### src/rtl/bht_pkg.sv
// bht_pkg: types and constants shared by the button hold tracker files.
// No dependencies.
package bht_pkg;

    localparam logic [15:0] COUNT_MAX = 16'hFFFF;

    localparam logic       KIND_SAMPLE = 1'b0;
    localparam logic       KIND_QUERY  = 1'b1;

    localparam logic [1:0] DEV_KEY   = 2'd0;
    localparam logic [1:0] DEV_MOUSE = 2'd1;
    localparam logic [1:0] DEV_JOY   = 2'd2;

    localparam logic [1:0] REG_ENABLE    = 2'd0;
    localparam logic [1:0] REG_DEV_MASK  = 2'd1;
    localparam logic [1:0] REG_THRESHOLD = 2'd2;

    typedef struct packed {
        logic       kind;
        logic [1:0] device;
        logic [7:0] code;
        logic       pressed;
    } in_t;

    typedef struct packed {
        logic [15:0] count;
        logic [15:0] last_count;
        logic        is_down;
        logic        just_pressed;
        logic        just_released;
        logic        is_held;
        logic        has_changed;
    } out_t;

    typedef struct packed {
        logic        block_enabled;
        logic [2:0]  device_mask;
        logic [15:0] hold_threshold;
    } cfg_t;

    typedef struct packed {
        logic [15:0] count;
        logic [15:0] last;
    } entry_t;

endpackage

### src/rtl/bht_eval.sv
// bht_eval: counter update, query gating and result flags for one entry.
// Depends on bht_pkg for in_t, out_t, cfg_t and entry_t.
module bht_eval
    import bht_pkg::*;
(
    input  in_t    item,
    input  logic   hit,
    input  entry_t rd_entry,
    input  cfg_t   cfg,
    output out_t   result,
    output logic   wr_en,
    output entry_t wr_entry
);

    function automatic out_t make_result(logic [15:0] cnt, logic [15:0] lst,
                                         logic [15:0] thr);
        out_t r;
        r.count         = cnt;
        r.last_count    = lst;
        r.is_down       = (cnt != 16'd0);
        r.just_pressed  = (cnt == 16'd1);
        r.just_released = (cnt != lst) && (cnt == 16'd0);
        r.is_held       = (cnt > thr);
        r.has_changed   = (cnt != lst);
        return r;
    endfunction

    logic [15:0] nxt;
    logic        mask_ok;
    logic        query_ok;

    always_comb begin
        if (!item.pressed) begin
            nxt = 16'd0;
        end else if (rd_entry.count == COUNT_MAX) begin
            nxt = COUNT_MAX;
        end else begin
            nxt = rd_entry.count + 16'd1;
        end
    end

    assign mask_ok  = (item.device == DEV_KEY) ? cfg.device_mask[0] : cfg.device_mask[1];
    assign query_ok = cfg.block_enabled && mask_ok && (item.code != 8'd0);

    always_comb begin
        result         = '0;
        wr_en          = 1'b0;
        wr_entry.count = nxt;
        wr_entry.last  = rd_entry.count;
        if (hit) begin
            if (item.kind == KIND_SAMPLE) begin
                wr_en  = 1'b1;
                result = make_result(nxt, rd_entry.count, cfg.hold_threshold);
            end else if (query_ok) begin
                result = make_result(rd_entry.count, rd_entry.last, cfg.hold_threshold);
            end
        end
    end

endmodule

### config.mk
export PLATFORM = sky130hd
export DESIGN_NAME = bht_eval
export DESIGN_NICKNAME = d
export VERILOG_FILES = /design/src/rtl/bht_pkg.sv /design/src/rtl/bht_eval.sv
export SDC_FILE = /design/constraint.sdc
export NUM_CORES = 1
export LEC_CHECK = 0
export BUFFER_PORTS_ARGS = -buffer_cell sky130_fd_sc_hd__buf_2
export CAP_MARGIN = 0
export CORE_MARGIN = 2
export CORE_UTILIZATION = 51
export DETAILED_ROUTE_END_ITERATION = 10
export PLACE_DENSITY = 0.95
export SETUP_SLACK_MARGIN = 0.4
export SYNTH_ARGS = -nofsm -noshare
export SYNTH_HDL_FRONTEND = slang
export SYNTH_SLANG_ARGS = --single-unit
### constraint.sdc
create_clock -name vclk -period 5
set_clock_uncertainty 0.1 [all_clocks]
set_input_delay 0.5 -clock vclk [all_inputs]
set_output_delay 0.5 -clock vclk [all_outputs]
set_load 0.01 [all_outputs]
==> results of run 1 <==
## critical path: stages
cell	delay, ns
buf_2	0.23
ha_2	0.30
nand4_1	0.23
nor4_2	0.52
buf_4	0.23
o31a_1	0.24
ha_1	0.29
a21o_1	0.18
a21o_1	0.18
a21oi_1	0.16
o21ai_0	0.12
a221oi_1	0.30
o32ai_1	0.14
buf_2	0.15
## per-stage QoR
step | worst slack [ns] | hold WS, ns | utilization, %
2_1_floorplan | 1.18 | 0.992 | -
3_3_place_gp | 0.597 | 1.21 | 64.9
3_5_place_dp | 0.452 | 1.22 | 64.9
4_1_cts | 0.441 | 1.22 | 64.9
5_1_grt | 0.432 | 1.23 | 65.1
6_report | 0.608 | 1.22 | 65.1
## logic make-up (layout without fill, tap and decap cells)
| logic type | count (synthesis) | count (layout) | share of synthesized area, % |
|---|---|---|---|
| simple gates | 116 | 116 | 26.6 |
| compound gates | 103 | 103 | 31.6 |
| fa+ha+maj | 35 | 35 | 18.5 |
| xor+xnor | 24 | 24 | 8.90 |
| buf+inv | 64 | 159 | 14.4 |
## layout make-up
class / count / area (um2)
Tap cell: 52 / 65.1
Inverter: 22 / 82.6
Fill cell: 387 / 1540
Timing Repair Buffer: 137 / 693
Multi-Input combinational cell: 278 / 2030
## placed cells by master (no fill, tap or decap), drive strengths merged, types with 2 or more instances in the layout
cell type | Yosys | final
buf | 30 | 137
ha | 35 | 35
nor2 | 29 | 29
nand2 | 26 | 26
inv | 22 | 22
a22o | 22 | 22
a21oi | 20 | 20
xor2 | 19 | 19
o21ai | 16 | 16
nor4 | 16 | 16
nand4 | 14 | 14
a21o | 11 | 11
nand3 | 8 | 8
xnor2 | 5 | 5
a31oi | 5 | 5
nor3 | 5 | 5
nand2b | 4 | 4
and3 | 3 | 3
o21a | 3 | 3
a221oi | 3 | 3
o22ai | 3 | 3
o32ai | 3 | 3
a211oi | 3 | 3
o211ai | 2 | 2
and2 | 2 | 2
or4 | 2 | 2
o21bai | 2 | 2
nor2b | 2 | 2
and4 | 2 | 2
## report_power, final
part	internal (mW)	switching, mW	total (mW)
Clock	0	0	0
Combinational	0.0984	0.142	0.241
Sequential	0	0	0
## how the worst max path moves through the flow
stage                 startpoint        end  slack (ns)  cells after the start
floorplan           rd_entry[16]  result[1]        1.18                     14
global placement    rd_entry[16]  result[1]        0.60                     15
detailed placement  rd_entry[16]  result[1]        0.45                     15
CTS                 rd_entry[16]  result[1]        0.44                     15
global route        rd_entry[16]  result[1]        0.43                     15
finish              rd_entry[16]  result[1]        0.61                     14
## layer usage
layer | part of all wire [%] | wire (um)
met1 | 38 | 3020
met2 | 48 | 3810
met3 | 11 | 855
met4 | 2.5 | 197
met5 | 0 | 0
==> flow_summary.json, run 1 <==
{
  "portBuffers": 134,
  "num_vias": 3066,
  "clock_buffers": 0,
  "die_y_um": 72.0,
  "worst_pin_slew_ns": 0.980,
  "yosysMostFrequentCell": "ha_1",
  "maxCapViolCount": 0,
  "wire_per_inst_um": 16.1,
  "drive_above_1_share_pct": 34.8,
  "dpl.cell_count": 489,
  "first_pass_iters": 8,
  "drc_errors": 0,
  "gr-max-usage-layer": "met2",
  "post_cts.repair.setup_buffers": 0,
  "hold_class": "in2out",
  "rsz0062_at_grt": "no",
  "synthTopCellsByCount": "35 x ha_1, 28 x nor2_1, 26 x nand2_1",
  "use_met3_pct": 3.06,
  "hold_depth": 2,
  "io_pins": 135,
  "worstSetupPathType": "in2out",
  "synth_area_um2": 2360,
  "rows": 24,
  "cp-start-kind": "primary input",
  "grt_max_degree": 30,
  "vias_per_cell": 6.27,
  "min_period_over_period_pct": 87.8,
  "setup_viol": 0,
  "slew_violations": 0,
  "dp_hpwl_um": 6400,
  "maxSlewHeadroom_pct": 34.7,
  "hold_viol_final": 0,
  "grt_pass1_wl_um": 12500,
  "yosys_warnings": 0,
  "vdd_drop_max_mv": 0.0465,
  "grt_util_met1_pct": 36.8,
  "final_nets": 539,
  "cts-hold-fix-buffers": 0,
  "worstPathMaxFanout": 12,
  "synthTopCellsByArea": "ha_1 19%, a22o_1 8.2%, xor2_1 7.0%",
  "drt_iter0_markers": 288,
  "die_w_um": 72.0,
  "hold_path_startpoint": "rd_entry[17]",
  "min_period_ns": 4.39,
  "regArea_um2": 0,
  "cts-resized-gates": 0,
  "antenna_found_initial": 0,
  "arrival_ns": 3.79,
  "leakage_nw": 1.55,
  "syn_area_per_cell_um2": 6.90,
  "dieArea_um2": 5190,
  "required_ns": 4.40,
  "use_met2_pct": 51.5,
  "n_sequential_cell": 0,
  "synth.largest_area_cell": "ha_1",
  "synth_top_area_share_pct": 18.5,
  "antenna_left": 0,
  "gp_congestion": 0.990,
  "synth_nets": 442,
  "core_um2": 4410,
  "seq_area_frac_synth_pct": 0,
  "syn_to_final_growth_pct": 21.6,
  "power_uw": 241,
  "grt_usage_pct": 28.9,
  "overflow": 0,
  "final_cells": 489,
  "placedInstanceArea_um2": 2860,
  "initial_utilization_pct": 53.5,
  "outcome": "completed",
  "worstHoldEndpoint": "wr_entry[1]",
  "powerDensity_nw_per_um2": 83.8,
  "fmax_ghz": 0.228,
  "setup-tns-final_ns": 0,
  "design_area_um2": 2870,
  "wirelength_um": 7890,
  "synthCells": 342,
  "first_global_vias": 2809,
  "n_antenna_cell": 0,
  "end_kind": "output port",
  "netlist-cell-type-count": 54
}
No activity file was read; power rests on OpenSTA's default activity.
==> run 2: changes to the inputs <==
CORE_ASPECT_RATIO = 0.9   (was default)
CORE_MARGIN = default   (was 2)
==> flow_summary.json, run 2 (synthesized netlist as in run 1, its figures left out) <==
{
  "outcome": "completed",
  "post_cts.repair.setup_buffers": 0,
  "fmax_ghz": 0.233,
  "rsz0062_at_grt": "no",
  "drt_iter0_markers": 309,
  "rows": 23,
  "grt_pass1_wl_um": 12200,
  "end_kind": "output port",
  "layout_commonest_cell": "buf_2",
  "maxCapViolCount": 0,
  "first_pass_iters": 5,
  "slew_violations": 0,
  "die_y_um": 66.6,
  "syn_to_final_growth_pct": 22.0,
  "dieArea_um2": 4910,
  "post-place-ws_ns": 0.586,
  "gp_congestion": 0.980,
  "cts-resized-gates": 0,
  "wirelength_um": 8010,
  "overflow": 0,
  "arrival_ns": 3.70,
  "io_pins": 135,
  "dpl.cell_count": 499,
  "num_vias": 3089,
  "hold_viol_final": 0,
  "clock_buffers": 0,
  "initial_utilization_pct": 52.9,
  "drc_errors": 0,
  "core_um2": 4460,
  "n_antenna_cell": 0,
  "maxSlewHeadroom_pct": 34.1,
  "required_ns": 4.40,
  "leakage_nw": 1.55,
  "fin_util_pct": 64.6,
  "powerDensity_nw_per_um2": 83.6,
  "drive_above_1_share_pct": 34.6,
  "worstPathMaxFanout": 12,
  "hold_class": "in2out",
  "dp_hpwl_um": 6370,
  "regArea_um2": 0,
  "grt_max_degree": 30,
  "antenna_left": 0,
  "vdd_drop_max_mv": 0.0536,
  "worstSetupPathType": "in2out",
  "cts-hold-fix-buffers": 0,
  "wire_per_inst_um": 16.0,
  "layout_common_cells": "134 x buf_2, 35 x ha_1, 28 x nor2_1",
  "portBuffers": 134,
  "n_sequential_cell": 0,
  "min_period_ns": 4.30,
  "vias_per_cell": 6.19,
  "final_cells": 499,
  "die_w_um": 73.7,
  "cp-start-kind": "primary input",
  "fin_ws_ns": 0.702,
  "setup-tns-final_ns": 0,
  "worst_pin_slew_ns": 0.988,
  "min_period_over_period_pct": 86.0,
  "antenna_found_initial": 0,
  "grt_usage_pct": 31.1,
  "final_nets": 539,
  "first_global_vias": 2701,
  "setup_viol": 0
}
run 2: cell counts in the layout (fill, tap and decap cells not counted):
Identical to the previous run, type by type.
run 2: path summary, 6_finish.rpt:
check,end,depth (start not counted),from,slack (ns)
max,result[1],15,rd_entry[16],0.70
min,result[6],4,rd_entry[1],1.21
run 2: final cells by class:
| class | count | area (um2) |
|---|---|---|
| fillers | 397 | 1580 |
| inverters | 22 | 82.6 |
| multi-input cells | 278 | 2030 |
| well taps | 62 | 77.6 |
| repair buffers | 137 | 693 |
run 2: where the power goes:
group	total (mW)	leakage [nW]	internal (mW)	switching (mW)
Clock	0	0	0	0
Combinational	0.241	1.55	0.0981	0.143
Sequential	0	0	0	0
run 2: per-stage QoR:
stage	area, um2	hold WS, ns	power (mW)
after floorplan	2360	0.992	0.158
after global placement	2880	1.22	0.228
after detailed placement	2880	1.22	0.236
after CTS	2880	1.22	0.237
after global routing	2880	1.22	0.265
final	2880	1.21	0.241
run 2: routing by layer:
layer  GRT usage [%]  share of wire (%)  vias up
met5               0                  0        -
met4            9.86                2.7        0
met3            2.57                9.9       36
met2            54.8                 47      225
met1            39.7                 40     1368
li1                -                  -     1460
run 2: worst max-delay path, cell delays in order:
cell      delay (ns)
buf_2           0.21
ha_1            0.23
nand4_1         0.26
nor3_2          0.32
nand2_2         0.21
a21oi_2         0.24
ha_1            0.27
a21o_1          0.18
a21o_1          0.17
a211oi_1        0.25
o21bai_1        0.11
a21o_1          0.18
a221oi_1        0.28
o32ai_1         0.13
buf_2           0.15
==> run 3: changes to the inputs <==
CORE_UTILIZATION = 43   (was 51)
PLACE_DENSITY = 0.93   (was 0.95)
clock period = 3.7 ns   (was 5 ns; I/O delays follow)
==> flow_summary.json, run 3 (synthesized netlist as in run 1, its figures left out) <==
{
  "final_cells": 558,
  "dp_hpwl_um": 7530,
  "required_ns": 3.23,
  "cts-hold-fix-buffers": 0,
  "hold_class": "in2out",
  "critPathBufInv": 5,
  "grt_usage_pct": 30.7,
  "n_sequential_cell": 0,
  "use_met3_pct": 3.02,
  "fin_ws_ns": 0.297,
  "syn_to_final_growth_pct": 52.8,
  "dieArea_um2": 5790,
  "worstPathMaxFanout": 6,
  "num_vias": 3373,
  "hold_viol_final": 0,
  "cp_top_family": "simple AND/OR/NAND/NOR gates",
  "crit_chain": "buf_12 > ha_4 > buf_4 > and4_4 > a41oi_4 > a311oi_4 > buf_4 > buf_4 > nor4_4 > nand4b_1 > or4b_4 > a211oi_2 > buf_2",
  "cp-start-kind": "primary input",
  "clock_buffers": 0,
  "wirelength_um": 9780,
  "layout_common_cells": "130 x buf_2, 53 x buf_4, 31 x ha_1",
  "hold_path_startpoint": "rd_entry[19]",
  "slew_violations": 0,
  "startpoint": "rd_entry[16]",
  "min_period_ns": 3.40,
  "regArea_um2": 0,
  "setup-tns-final_ns": 0,
  "maxCapViolCount": 0,
  "vias_per_cell": 6.04,
  "hold_depth": 2,
  "first_pass_iters": 6,
  "portBuffers": 134,
  "n_antenna_cell": 0,
  "antenna_left": 0,
  "rows": 25,
  "setup_viol": 0,
  "grt_pass1_wl_um": 14200,
  "overflow": 0,
  "drc_errors": 0,
  "die_w_um": 80.1,
  "die_y_um": 72.3,
  "arrival_ns": 2.93,
  "initial_utilization_pct": 44.9,
  "io_pins": 135,
  "worstHoldEndpoint": "wr_entry[3]",
  "gp_congestion": 0.991,
  "cp_slowest_cell": "or4b_4",
  "dpl.cell_count": 543,
  "wire_per_inst_um": 17.5,
  "use_met2_pct": 54.6,
  "first_global_vias": 2994,
  "antenna_found_initial": 0,
  "min_period_over_period_pct": 92.0,
  "critPathMostFrequentCell": "buf_4",
  "vdd_drop_max_mv": 0.0676,
  "layout_commonest_cell": "buf_2",
  "drt_iter0_markers": 292,
  "leakage_nw": 1.90,
  "gr-max-usage-layer": "met2",
  "worst_pin_slew_ns": 0.472,
  "fmax_ghz": 0.294,
  "powerDensity_nw_per_um2": 114,
  "core_um2": 5260,
  "drive_above_1_share_pct": 47.0,
  "rsz0062_at_grt": "yes",
  "grt_max_degree": 20,
  "outcome": "completed",
  "end_kind": "output port",
  "slowest_delay_ns": 0.56,
  "maxSlewHeadroom_pct": 68.5,
  "final_nets": 593,
  "grt_util_met1_pct": 39.7,
  "worstSetupPathType": "in2out",
  "post-place-ws_ns": 0.000147
}
-- run 3: changes by cell type in the layout (fill, tap and decap cells not counted), moves of 2 or more --
| cell | previous run | this run |
|---|---|---|
| o21ai_0 | 16 | 14 |
| nand3_1 | 7 | 4 |
| a21oi_2 | 1 | 4 |
| buf_4 | 3 | 53 |
| buf_12 | 0 | 3 |
| nand3_2 | 1 | 3 |
| nor2_1 | 28 | 26 |
| nor4_2 | 3 | 0 |
| nor4_4 | 0 | 4 |
| ha_1 | 35 | 31 |
| a21oi_1 | 19 | 15 |
| ha_4 | 0 | 4 |
| buf_6 | 0 | 4 |
| buf_2 | 134 | 130 |
-- run 3: timing repair --
| action | 4_1_cts | 5_1_grt |
|---|---|---|
| pin swaps | 19 | 19 |
| buffers inserted | 10 | 5 |
| endpoints found under the setup margin | 2 | 2 |
| gates resized for setup | 37 | 16 |
-- run 3: worst max path at each step --
| stage | end | slack, ns | cells after the start |
|---|---|---|---|
| after global placement | result[1] | 0.06 | 16 |
| after detailed placement | result[1] | 0.0001 | 16 |
| after global routing | result[1] | 0.22 | 15 |
| final | result[2] | 0.30 | 13 |
| after CTS | result[1] | 0.40 | 16 |
| after floorplan | result[1] | 0.41 | 13 |
-- run 3: power breakdown --
group	internal, mW	switching (mW)
sequential	0	0
clock	0	0
combinational	0.184	0.228
total	0.184	0.228
-- run 3: stage by stage --
stage	cell area [um2]	hold slack, ns	power [mW]	utilization, %
2_1_floorplan	2430	0.732	0.220	-
3_3_place_gp	3240	0.892	0.348	61.6
3_5_place_dp	3240	0.893	0.361	61.6
4_1_cts	3470	0.912	0.385	66.1
5_1_grt	3610	0.921	0.444	68.6
6_report	3610	0.911	0.412	68.6
-- run 3: layout make-up --
cell class         instances  area (um2)
well taps                 67        83.8
multi-input cells        278        2270
repair buffers           191        1170
inverters                 22        82.6
fillers                  464        1650
-- run 3: layer usage --
metal	wire [um]	up-vias
met5	0	-
met4	202	0
met3	779	26
met2	4670	228
li1	-	1560
met1	4130	1559
